### src/rtl/core/fst_pkg.sv
// ----------------------------------------------------------------------------
// fst_pkg
// Shared types and constants of the failover successor table: request and
// result records, stored record layout, state and status codes.
// ----------------------------------------------------------------------------
package fst_pkg;

	localparam int NUM_NODES   = 32;
	localparam int ORDER_SLOTS = 8;
	localparam int ID_W        = 8;
	localparam int NODE_W      = (NUM_NODES > 1) ? $clog2(NUM_NODES) : 1;
	localparam int SLOT_W      = (ORDER_SLOTS > 1) ? $clog2(ORDER_SLOTS) : 1;
	localparam int SCAN_CNT_W  = $clog2(ORDER_SLOTS + 1);
	localparam int CNT_W       = 4;
	localparam int CFG_IDX_W   = 2;
	localparam int CFG_DATA_W  = 64;

	// Operation codes; the unused code behaves as a query.
	localparam logic [1:0] OP_INHERIT = 2'd0;
	localparam logic [1:0] OP_VERIFY  = 2'd1;
	localparam logic [1:0] OP_QUERY   = 2'd2;

	// Record states.
	localparam logic [1:0] REC_NONE      = 2'd0;
	localparam logic [1:0] REC_PROPOSED  = 2'd1;
	localparam logic [1:0] REC_CONFIRMED = 2'd2;
	localparam logic [1:0] REC_REVERTED  = 2'd3;

	// Result status codes.
	localparam logic [1:0] STAT_OK      = 2'd0;
	localparam logic [1:0] STAT_RANGE   = 2'd1;
	localparam logic [1:0] STAT_REFUSED = 2'd2;

	// Configuration register indexes.
	localparam logic [CFG_IDX_W-1:0] CFG_ORDER_IDS   = 2'd0;
	localparam logic [CFG_IDX_W-1:0] CFG_ORDER_COUNT = 2'd1;
	localparam logic [CFG_IDX_W-1:0] CFG_QUORUM_MIN  = 2'd2;

	typedef logic [NODE_W-1:0] node_idx_t;

	typedef struct packed {
		logic [1:0]      op;
		logic [ID_W-1:0] failed_node;
		logic [ID_W-1:0] claimed_heir;
		logic [ID_W-1:0] vote_count;
	} fst_req_t;

	typedef struct packed {
		logic [1:0]      status;
		logic [ID_W-1:0] heir_id;
		logic [1:0]      record_state;
		logic [ID_W-1:0] votes_held;
	} fst_res_t;

	typedef struct packed {
		logic [1:0]      state;
		logic [ID_W-1:0] heir;
		logic [ID_W-1:0] votes;
	} rec_t;

	typedef struct packed {
		logic            hit;
		logic            miss;
		logic [ID_W-1:0] heir;
	} scan_t;

endpackage

### src/rtl/core/failover_successor_table_core.sv
// ----------------------------------------------------------------------------
// failover_successor_table_core
// Keeps one succession record per failed node and serves inherit, verify and
// query commands against it.
// ----------------------------------------------------------------------------
// Usage:
//   A command is taken at a clock edge with start high and busy low. busy
//   stays high while an in-range command runs. done is high for exactly one
//   cycle with the result on res; the receiver takes every result as it comes.
//   An out-of-range node id is answered in the cycle after acceptance, with
//   no record read. Query, verify, and inherit on a proposed or confirmed
//   record finish after one registered record read. An inherit that searches
//   the order does the record read and then the search, which ends at the
//   first hit or when the usable slots are used up without a hit.
//   The search unit examines one order slot per cycle. busy is low in the done
//   cycle, so the next command can be taken there; no new command is taken
//   while the previous one is still running.
//   Configuration writes on cfg_valid/cfg_ready are always taken; the user must
//   issue them only while the block is idle, which the block does not enforce.
//   Reset clears all record states to none, order_ids and order_count to 0 and
//   quorum_min to 1; the block is ready as soon as reset is released.
// ----------------------------------------------------------------------------
module failover_successor_table_core import fst_pkg::*; (
	input  logic                  clk,
	input  logic                  arst_n,
	input  logic                  start,
	output logic                  busy,
	input  fst_req_t              req,
	output logic                  done,
	output fst_res_t              res,
	input  logic                  cfg_valid,
	output logic                  cfg_ready,
	input  logic [CFG_IDX_W-1:0]  cfg_index,
	input  logic [CFG_DATA_W-1:0] cfg_data
);

	localparam logic [1:0] S_IDLE = 2'd0;
	localparam logic [1:0] S_READ = 2'd1;
	localparam logic [1:0] S_SCAN = 2'd2;

	logic [1:0]                  state_q;
	fst_req_t                    req_q;
	logic                        done_q;
	fst_res_t                    res_q;
	logic [ID_W*ORDER_SLOTS-1:0] order_ids_q;
	logic [CNT_W-1:0]            order_count_q;
	logic [ID_W-1:0]             quorum_q;

	logic       accept;
	logic       in_range;
	logic [CNT_W-1:0] limit;
	rec_t       rd_rec;
	scan_t      scan;
	logic       scan_go;
	logic       fin;
	logic [1:0] fin_status;
	rec_t       fin_rec;
	logic       wr_en;
	rec_t       wr_rec;

	assign busy      = (state_q != S_IDLE);
	assign accept    = start && !busy;
	assign in_range  = ({1'b0, req.failed_node} < 9'(NUM_NODES));
	assign cfg_ready = 1'b1;
	assign done      = done_q;
	assign res       = res_q;
	assign limit     = (order_count_q > CNT_W'(ORDER_SLOTS)) ? CNT_W'(ORDER_SLOTS)
	                                                         : order_count_q;

	fst_store u_store (
		.clk     (clk),
		.arst_n  (arst_n),
		.rd_en   (accept),
		.rd_addr (req.failed_node[NODE_W-1:0]),
		.rd_rec  (rd_rec),
		.wr_en   (wr_en),
		.wr_addr (req_q.failed_node[NODE_W-1:0]),
		.wr_rec  (wr_rec)
	);

	fst_scan u_scan (
		.clk       (clk),
		.arst_n    (arst_n),
		.go        (scan_go),
		.node      (req_q.failed_node),
		.order_ids (order_ids_q),
		.limit     (limit),
		.stat      (scan)
	);

	always_comb begin
		scan_go    = 1'b0;
		fin        = 1'b0;
		fin_status = STAT_OK;
		fin_rec    = rd_rec;
		wr_en      = 1'b0;
		wr_rec     = rd_rec;
		case (state_q)
			S_READ: begin
				case (req_q.op)
					OP_INHERIT: begin
						if (rd_rec.state == REC_PROPOSED || rd_rec.state == REC_CONFIRMED) begin
							fin = 1'b1;
						end else begin
							scan_go = 1'b1;
						end
					end
					OP_VERIFY: begin
						fin = 1'b1;
						if (rd_rec.state == REC_NONE || rd_rec.state == REC_REVERTED ||
						    rd_rec.heir != req_q.claimed_heir) begin
							fin_status = STAT_REFUSED;
						end else if (rd_rec.state == REC_PROPOSED) begin
							// Votes are stored even when they fall short of quorum.
							wr_en        = 1'b1;
							wr_rec.votes = req_q.vote_count;
							if (req_q.vote_count >= quorum_q) begin
								wr_rec.state = REC_CONFIRMED;
							end else begin
								fin_status = STAT_REFUSED;
							end
							fin_rec = wr_rec;
						end
					end
					default: begin
						fin = 1'b1;
						if (rd_rec.state == REC_NONE) begin
							fin_status = STAT_REFUSED;
						end
					end
				endcase
			end
			S_SCAN: begin
				if (scan.hit) begin
					fin          = 1'b1;
					wr_en        = 1'b1;
					wr_rec.state = REC_PROPOSED;
					wr_rec.heir  = scan.heir;
					wr_rec.votes = '0;
					fin_rec      = wr_rec;
				end else if (scan.miss) begin
					fin        = 1'b1;
					fin_status = STAT_REFUSED;
				end
			end
			default: begin
			end
		endcase
	end

	always_ff @(posedge clk or negedge arst_n) begin
		if (!arst_n) begin
			state_q <= S_IDLE;
			done_q  <= 1'b0;
		end else begin
			done_q <= 1'b0;
			case (state_q)
				S_IDLE: begin
					if (accept) begin
						if (in_range) begin
							state_q <= S_READ;
						end else begin
							done_q <= 1'b1;
						end
					end
				end
				S_READ: begin
					if (scan_go) begin
						state_q <= S_SCAN;
					end else begin
						state_q <= S_IDLE;
						done_q  <= 1'b1;
					end
				end
				S_SCAN: begin
					if (fin) begin
						state_q <= S_IDLE;
						done_q  <= 1'b1;
					end
				end
				default: begin
					state_q <= S_IDLE;
				end
			endcase
		end
	end

	always_ff @(posedge clk) begin
		if (accept) begin
			req_q <= req;
			if (!in_range) begin
				res_q.status       <= STAT_RANGE;
				res_q.heir_id      <= '0;
				res_q.record_state <= REC_NONE;
				res_q.votes_held   <= '0;
			end
		end else if (fin) begin
			// An empty record reports zero successor and votes.
			res_q.status       <= fin_status;
			res_q.record_state <= fin_rec.state;
			res_q.heir_id      <= (fin_rec.state == REC_NONE) ? '0 : fin_rec.heir;
			res_q.votes_held   <= (fin_rec.state == REC_NONE) ? '0 : fin_rec.votes;
		end
	end

	always_ff @(posedge clk or negedge arst_n) begin
		if (!arst_n) begin
			order_ids_q   <= '0;
			order_count_q <= '0;
			quorum_q      <= 8'd1;
		end else if (cfg_valid && cfg_ready) begin
			case (cfg_index)
				CFG_ORDER_IDS:   order_ids_q   <= cfg_data[ID_W*ORDER_SLOTS-1:0];
				CFG_ORDER_COUNT: order_count_q <= cfg_data[CNT_W-1:0];
				CFG_QUORUM_MIN:  quorum_q      <= cfg_data[ID_W-1:0];
				default: begin
				end
			endcase
		end
	end

	a_done_idle: assert property (@(posedge clk) disable iff (!arst_n)
		done |-> !busy)
		else $error("result strobe while a command is still running");

	a_done_after_busy: assert property (@(posedge clk) disable iff (!arst_n)
		done |-> $past(busy) || $past(start))
		else $error("result strobe without a preceding command");

	a_range_fast: assert property (@(posedge clk) disable iff (!arst_n)
		(accept && !in_range) |=> (done && res.status == STAT_RANGE))
		else $error("out-of-range command not answered in one cycle");

	a_empty_zero: assert property (@(posedge clk) disable iff (!arst_n)
		(done && res.record_state == REC_NONE) |-> (res.heir_id == '0 && res.votes_held == '0))
		else $error("empty record reported with nonzero fields");

	a_single_write: assert property (@(posedge clk) disable iff (!arst_n)
		wr_en |-> fin)
		else $error("record write outside the finishing cycle");

endmodule

### src/rtl/core/fst_scan.sv
// ----------------------------------------------------------------------------
// fst_scan
// Successor search unit: walks the proximity order one slot per cycle with a
// single compare; reports the first id unequal to the failed node, else a miss.
// ----------------------------------------------------------------------------
module fst_scan import fst_pkg::*; (
	input  logic                    clk,
	input  logic                    arst_n,
	input  logic                    go,
	input  logic [ID_W-1:0]         node,
	input  logic [ID_W*ORDER_SLOTS-1:0] order_ids,
	input  logic [CNT_W-1:0]        limit,
	output scan_t                   stat
);

	logic                  active_q;
	logic [SCAN_CNT_W-1:0] idx_q;
	logic [ID_W-1:0]       cand;
	logic                  past_end;

	assign cand     = order_ids[idx_q[SLOT_W-1:0]*ID_W +: ID_W];
	assign past_end = (CNT_W'(idx_q) >= limit);

	always_comb begin
		stat.hit  = active_q && !past_end && (cand != node);
		stat.miss = active_q && past_end;
		stat.heir = cand;
	end

	always_ff @(posedge clk or negedge arst_n) begin
		if (!arst_n) begin
			active_q <= 1'b0;
			idx_q    <= '0;
		end else if (go) begin
			active_q <= 1'b1;
			idx_q    <= '0;
		end else if (active_q) begin
			if (stat.hit || stat.miss) begin
				active_q <= 1'b0;
			end else begin
				idx_q <= idx_q + 1'b1;
			end
		end
	end

endmodule

### src/rtl/core/fst_store.sv
// ----------------------------------------------------------------------------
// fst_store
// Succession record store: per-node state in flip-flops cleared at reset,
// successor and vote count in a memory, one registered read port and one
// write port.
// ----------------------------------------------------------------------------
module fst_store import fst_pkg::*; (
	input  logic      clk,
	input  logic      arst_n,
	input  logic      rd_en,
	input  node_idx_t rd_addr,
	output rec_t      rd_rec,
	input  logic      wr_en,
	input  node_idx_t wr_addr,
	input  rec_t      wr_rec
);

	logic [1:0]      state_q [NUM_NODES];
	logic [ID_W-1:0] heir_mem [NUM_NODES];
	logic [ID_W-1:0] votes_mem [NUM_NODES];
	logic [1:0]      rd_state_q;
	logic [ID_W-1:0] rd_heir_q;
	logic [ID_W-1:0] rd_votes_q;

	always_ff @(posedge clk or negedge arst_n) begin
		if (!arst_n) begin
			for (int i = 0; i < NUM_NODES; i++) begin
				state_q[i] <= REC_NONE;
			end
			rd_state_q <= REC_NONE;
		end else begin
			if (wr_en) begin
				state_q[wr_addr] <= wr_rec.state;
			end
			if (rd_en) begin
				rd_state_q <= state_q[rd_addr];
			end
		end
	end

	always_ff @(posedge clk) begin
		if (wr_en) begin
			heir_mem[wr_addr]  <= wr_rec.heir;
			votes_mem[wr_addr] <= wr_rec.votes;
		end
		if (rd_en) begin
			rd_heir_q  <= heir_mem[rd_addr];
			rd_votes_q <= votes_mem[rd_addr];
		end
	end

	always_comb begin
		rd_rec.state = rd_state_q;
		rd_rec.heir  = rd_heir_q;
		rd_rec.votes = rd_votes_q;
	end

endmodule
### config.mk
export PLATFORM = sky130hd
export DESIGN_NAME = failover_successor_table_core
export DESIGN_NICKNAME = d
export VERILOG_FILES = /design/src/rtl/core/fst_pkg.sv /design/src/rtl/core/failover_successor_table_core.sv /design/src/rtl/core/fst_scan.sv /design/src/rtl/core/fst_store.sv
export SDC_FILE = /design/constraint.sdc
export NUM_CORES = 1
export LEC_CHECK = 0
export ABC_AREA = 1
export BUFFER_PORTS_ARGS = -buffer_cell sky130_fd_sc_hd__buf_2
export CAP_MARGIN = 20
export CORE_ASPECT_RATIO = 1.5
export CORE_MARGIN = 1.5
export CORE_UTILIZATION = 40
export DETAILED_ROUTE_END_ITERATION = 16
export PLACE_DENSITY_LB_ADDON = 0.2
export REMOVE_ABC_BUFFERS = 1
export SLEW_MARGIN = 20
export SYNTH_ARGS = -nofsm -noshare
export SYNTH_HDL_FRONTEND = slang
export SYNTH_SLANG_ARGS = --single-unit
### constraint.sdc
create_clock -name clk -period 2.9 [get_ports clk]
set_clock_uncertainty 0.05 [all_clocks]
set_input_delay 0.29 -clock clk [delete_from_list [all_inputs] [get_ports clk]]
set_output_delay 0.29 -clock clk [all_outputs]
set_load 0.01 [all_outputs]
# Yosys cells after proc, flatten, opt, wreduce, memory -nomap -nowiden
# Memories as Yosys holds them, arrays and structs flattened. A register that Yosys moved wholly into a read port is not among the register bits.
# Index checks and enable logic that the tools add are counted.
[op_classes]
n_eq_ne = 15
shifts = 1
n_reduce_logical = 25
n_mux = 66
add_sub_neg = 1
n_bitwise = 2
order_cmp = 7
[ops]
columns = ["cell", "count"]
rows = [
  ["$mux 18", 4],
  ["$bwmux 64", 1],
  ["$shiftx 64x7->8", 1],
  ["$mux 20", 3],
  ["$mux 8", 6],
  ["$pmux 18 s2", 1],
  ["$mux 2", 17],
  ["$mux 1", 20],
  ["$mux 4", 4],
  ["$ne 8x8->1", 2],
  ["$pmux 8 s2", 1],
  ["$ge 6x6->1 const B", 2],
  ["$not 5->6", 2],
  ["$pmux 2 s2", 3],
  ["$bmux 2 s5", 1],
  ["$demux 2 s5", 1],
  ["$logic_not 2->1", 5],
  ["$ne 2x2->1 const B", 5],
  ["$reduce_and 2->1", 5],
  ["$eq 2x1->1 const B", 4],
  ["$eq 2x2->1 const B", 4],
  ["$ge 8x8->1", 1],
  ["$lt 8x6->1 const B", 1],
  ["$lt 6x1->1 const B", 1],
  ["other kinds (11)", 22],
]
[word_totals]
output_inout_bits = 23
elab_cells = 167
ramBits = 512
in_bits = 96
n_memories = 2
reg_bits = 196
[memory_table]
columns = ["name", "words", "word_bits", "read_ports", "rd_ports_with_merged_regs", "write_ports", "line", "text"]
rows = [
  ["u_store.heir_mem", 32, 8, 1, 1, 1, "fst_store.sv:19", "logic [ID_W-1:0] heir_mem [NUM_NODES];"],
  ["u_store.votes_mem", 32, 8, 1, 1, 1, "fst_store.sv:20", "logic [ID_W-1:0] votes_mem [NUM_NODES];"],
]

# Logic depth before layout (Yosys ltp)
[logic_depth]
depth_word = 12
depth_mapped = 20

# Cells and area by module
# From an unflattened synthesis, not the netlist that was laid out.
[hier_totals]
hier_cells = 2930
hier_area_um2 = 31253.7
[by_module_without_submodules]
columns = ["mod", "cells_each", "n_inst", "area_each_um2"]
rows = [
  ["fst_store", 2123, 1, 24189.4],
  ["failover_successor_table_core", 510, 1, 5575.3],
  ["fst_scan", 297, 1, 1488.9],
]

# Worst setup path after synthesis
# No wires, ideal clock.
[synth_path]
kind = "flip-flop to flip-flop"
start = "register u_scan.idx_q[0]"
end = "memory u_store.heir_mem[10][0] (enable)"
path_stages_with_launch = 15
path_slack_ns = -0.285
required_ns = 2.462
arrival_ns = 2.746
setup_ns = 0.388
path_buffers = 4
path_cell_list = "dfrtp_1 buf_6 inv_6 buf_6 ha_1 nor2_1 o211ai_1 nand3_1 nor2_1 nand4_2 nand2_1 buf_6 buf_6 nand2_1 nor2_1"
[synth_via]
elab_chain_len = 8
[synth_rtl]
columns = ["item", "line", "text"]
rows = [
  ["start: declaration", "fst_scan.sv:17", "logic [SCAN_CNT_W-1:0] idx_q;"],
  ["start signal: assignment", "fst_scan.sv:41", "idx_q <= idx_q + 1'b1;"],
  ["branches (longest 3 deep; another with $shiftx 64x7->8)", "-", ""],
  ["$logic_and 1x1->1 (*)", "fst_scan.sv:25", "stat.hit = active_q && !past_end && (cand != node);"],
  ["$mux 1 (*)", "failover_successor_table_core.sv:134", "if (scan.hit) begin"],
  ["$pmux 1 s2 (*)", "failover_successor_table_core.sv:98", "case (state_q)"],
  ["$mux 1 (*)", "fst_store.sv:42", "if (wr_en) begin"],
  ["$mux 1 (implied by the code) (*)", "fst_store.sv:43", "heir_mem[wr_addr] <= wr_rec.heir;"],
  ["end: declaration", "fst_store.sv:19", ""],
]
# Every way passes the cells marked *.

# Final worst setup path
[layout_path]
start = "register u_scan.idx_q[0]"
end = "memory u_store.heir_mem[25][6] (enable)"
# The elaborated chain is that of the path after synthesis.

==> results.txt <==
- Post-synthesis instance area: between 30000 and 40000 um^2
- DRC violation count after routing: 0
* Aggregate global-route resource usage: 0.244
- The largest total area in the synthesized netlist belongs to edfxtp_1.
- Internal power comes to between 20 and 25 mW.
- Final core utilization: 0.499
* Leftover overflow at the end of global routing: 0
- Number of warnings reported in the yosys synthesis log: 0
- Result of the run: finished, final reports clean
- The total area inside the core boundary comes to 75100 um^2.
- The initial utilization of the core area, before any placement, comes to 0.405.
- Final worst slack: 0.0552 ns
- Max-cap violations in this run came to 0.
- Among all cell types in the netlist, the one instantiated most often is edfxtp_1.
- TritonCTS built the clock tree.
- Once placement finished, the instance area stood at approximately 34000 um^2.
- The first global-routing pass estimated 142000 um of wire.
* Switching part of the total power: 0.310
- DRC violation total after the first TritonRoute iteration: 2347
- Largest cells by area after synthesis: edfxtp_1 (57%), dfrtp_1 (12%), o21ai_0 (6.4%)
- Cell at the root of the clock tree: clkbuf_16
- At the pin with the least slew margin, the transition time is ~0.70 ns.
* Critical path capture point type: register
- The area growth from synthesis to layout is 23.1%.
- H-tree depth: 3
- The floorplan step defined a die boundary enclosing approximately 80000 um^2.
- Of the total power, combinational logic draws 0.260.
- Number of enable-type register cells in the synthesized netlist: about 570
* Pins Over Slew Limit: 0
* Antenna Nets Post-Route: 0
- Maximum count of clock buffers along a single path: 3
- In this run the register-to-register setup slack is 0.06 ns.
- between 100 and 150 I/O pins were placed.
- In the finished design, the share of the clock period the worst path needs comes to 0.981.
- Die height: ~340 um
- Unrepaired setup endpoints after global routing: true
* Worst Path Max Fanout: 18
- Critical-path top delay cell: dfrtp_2
- The number of different library cells used by synthesis comes to 40.
* Hold Crit Class: primary input to register
* Clock latency on the worst-skew pair: approximately 0.62 ns
- Length of the first detailed-routing pass in iterations: 6
- Share of power burned in registers: 0.448
- Fraction of layout cells with a size suffix above 1: 0.175
* Slowest Stage Delay on Critical Path: ~0.43 ns
- WP data arrival: between 3 and 4 ns
- Measured along the x axis, the die boundary spans between 200 and 250 um.
* Sequential element share of the synthesized area: 0.690
- Clock power frac: 0.292
* Required time of the worst setup path: between 3 and 4 ns
- Final setup violating endpoints: 0
- Pre-CTS setup slack: -0.0109 ns
- The via count of the first global-routing pass was 22100.
- Cell leakage power: around 14 nW
- Initial antenna violation count: 2
- In the synthesized netlist the async set-or-reset flop fraction comes to 0.207.
* Maximum frequency from static timing analysis: 352 MHz
- The detailed router placed 22700 vias in this run.
- In the final design database the tool counted a little over 3000 nets.
- The clock period could shrink to approximately 2.8 ns.
- Measured against its own limit, the worst slew margin works out to 0.536.
- The average instance in the mapped netlist occupies roughly 11 um^2.
- Sorting the synthesized cells by how often they occur yields edfxtp_1 (574), nor2_1 (451), o21ai_0 (392).
- After routing the design area is approximately 37000 um^2.
- Critical-path cell list: buf_12 -> buf_12 -> nand2_1 -> nand3_2 -> nand3_2 -> nand2_2 -> nand2_1 -> nand2_1 -> nand2_2 -> nor2_4 -> nand2_4 -> nand4_4 -> nand2_4 -> buf_6 -> clkbuf_16 -> nand2_4 -> nor2_4 -> clkbuf_16
- Worst voltage drop across the vdd grid: roughly 600 uV
- The routed design has between 90000 and 100000 um of wire.
* Number of flip-flops and latches in the synthesized netlist: 724
- DR vias/cell: 5.62
- The count of buffers added on input and output ports is 117.
- For this design, the sink count on the clock tree is 724.
- The floorplan has roughly 120 rows.
- Half-perimeter wire length after detailed placement: just under 60000 um
- Hold is met by a little under 0.09 ns.
* Pin count of the biggest net entering global routing: between 100 and 150
- In this run, CTS created clock tree buffers numbering just under 70.
- Adding up every negative setup slack in the final design gives 0 ns.
* P per Cell Area: slightly above 800 nW/um^2
- The analysis attributes to net switching a power of 9.47 mW.
* Fraction of post-synthesis cell area in the top cell type by area: 0.566
- Dividing the detail-routed wire length by the instance count gives approximately 24 um.
* Leading register cell type out of synthesis: edfxtp_1
- The worst setup path is of the register to register kind.
- The cell count after synthesis came out at 2686.
- Hold Vio Cnt, Final: 0
- Clock transition at the registers of the reported paths: 0.06 ns
- Kind of launch point of the worst setup path: register
- At the end of routability-driven placement, the weighted congestion stood at around 0.91.
registers in the layout, indices dropped and copies added, names as in the netlist, 2 cells and up:
signal,cells
order_count_q,4
order_ids_q,64
quorum_q,8
req_q,26
res,20
state_q,2
u_scan.idx_q,4
u_store.heir_mem,256
u_store.rd_heir_q,8
u_store.rd_state_q,2
u_store.rd_votes_q,8
u_store.state_q,64
u_store.votes_mem,256
metal layers:
| metal | track usage | share of wire | vias to the layer above |
|---|---|---|---|
| li1 | - | - | 10200 |
| met1 | 0.309 | 0.39 | 11300 |
| met2 | 0.418 | 0.49 | 1015 |
| met3 | 0.0274 | 0.067 | 213 |
| met4 | 0.114 | 0.046 | 0 |
| met5 | 0 | 0 | - |
power by group through the flow:
stage,Sequential [mW],Combinational (mW),Clock (mW)
4_1_cts,13.7,7.53,9.07
2_1_floorplan,14.0,3.21,0
5_1_grt,13.8,8.66,9.45
3_3_place_gp,13.9,7.32,0
3_5_place_dp,13.9,7.40,0
6_report,13.7,7.95,8.93
final timing paths:
check / start / to / depth (start not counted)
worst max register to register: u_scan.idx_q[0] / u_store.heir_mem[25][6] / 18
worst min-delay path: start / state_q[1] / 5
max in group asynchronous: arst_n / u_store.state_q[39] / 3
min in group asynchronous: arst_n / order_ids_q[27] / 2
worst min register to register: u_store.state_q[44] / u_store.state_q[44] / 2
worst max-delay path: u_scan.idx_q[0] / u_store.heir_mem[25][6] / 18
area by class of cell:
class / instances / area, um^2
Inverter: 175 / 693
Antenna cell: 1 / 2.50
Multi-Input combinational cell: 1621 / 8410
Timing Repair Buffer: 390 / 3950
Tap cell: 1000 / 1250
Clock buffer: 94 / 1880
Fill cell: 6644 / 37600
Clock inverter: 29 / 305
Sequential cell: 724 / 21000
critical path: cells and delay by family, from the launching register on:
kind,cells,cell delay [ns]
and+or+nand+nor,13,1.21
buffers and inverters,5,0.84
DFF,1,0.43
placed cells by master (no fill, tap or decap), drive strengths merged, types with 2 or more instances in the layout:
cell type    Yosys  routed
a21oi           68      68
a31oi           17      17
a32oi           15      15
buf             25     297
bufinv           0       5
clkbuf         141     100
clkinv           4      19
clkinvlp         0       5
dfrtp          149     149
dlygate4sd3      0      86
edfxtp         574     574
ha              19      19
inv            171     175
mux2             4       4
nand2          280     280
nand3          143     143
nand4           14      14
nor2           463     463
nor3             6       6
o211ai           2       2
o21ai          431     431
o221ai         100     100
o22ai           49      49
xor2             4       4
logic make-up after synthesis:
family	share of synthesized area
AND/OR/NAND/NOR	0.124
flip-flops	0.690
AO/OA/AOI/OAI	0.130
buffers and inverters	0.0455
adder cells (fa/ha/maj)	0.00781
XOR/XNOR	0.00115
multiplexers	0.00148
other	0.000123
metrics by stage:
stage / total power, mW / std cells
global placement: 21.2 / 3806
detailed placement: 21.3 / 3806
CTS: 30.3 / 4017
global route: 31.9 / 4034
floorplan: 17.2 / 2520
finish: 30.6 / 4034
repair_timing:
item	CTS	global route
gates cloned	1	7
gates resized for setup	9	93
endpoints found under the setup margin	48	757
hold endpoints to repair	160	0
hold buffers	86	0
setup buffers	1	9
pin swaps	1	34
(Power assumes the default switching activity.)
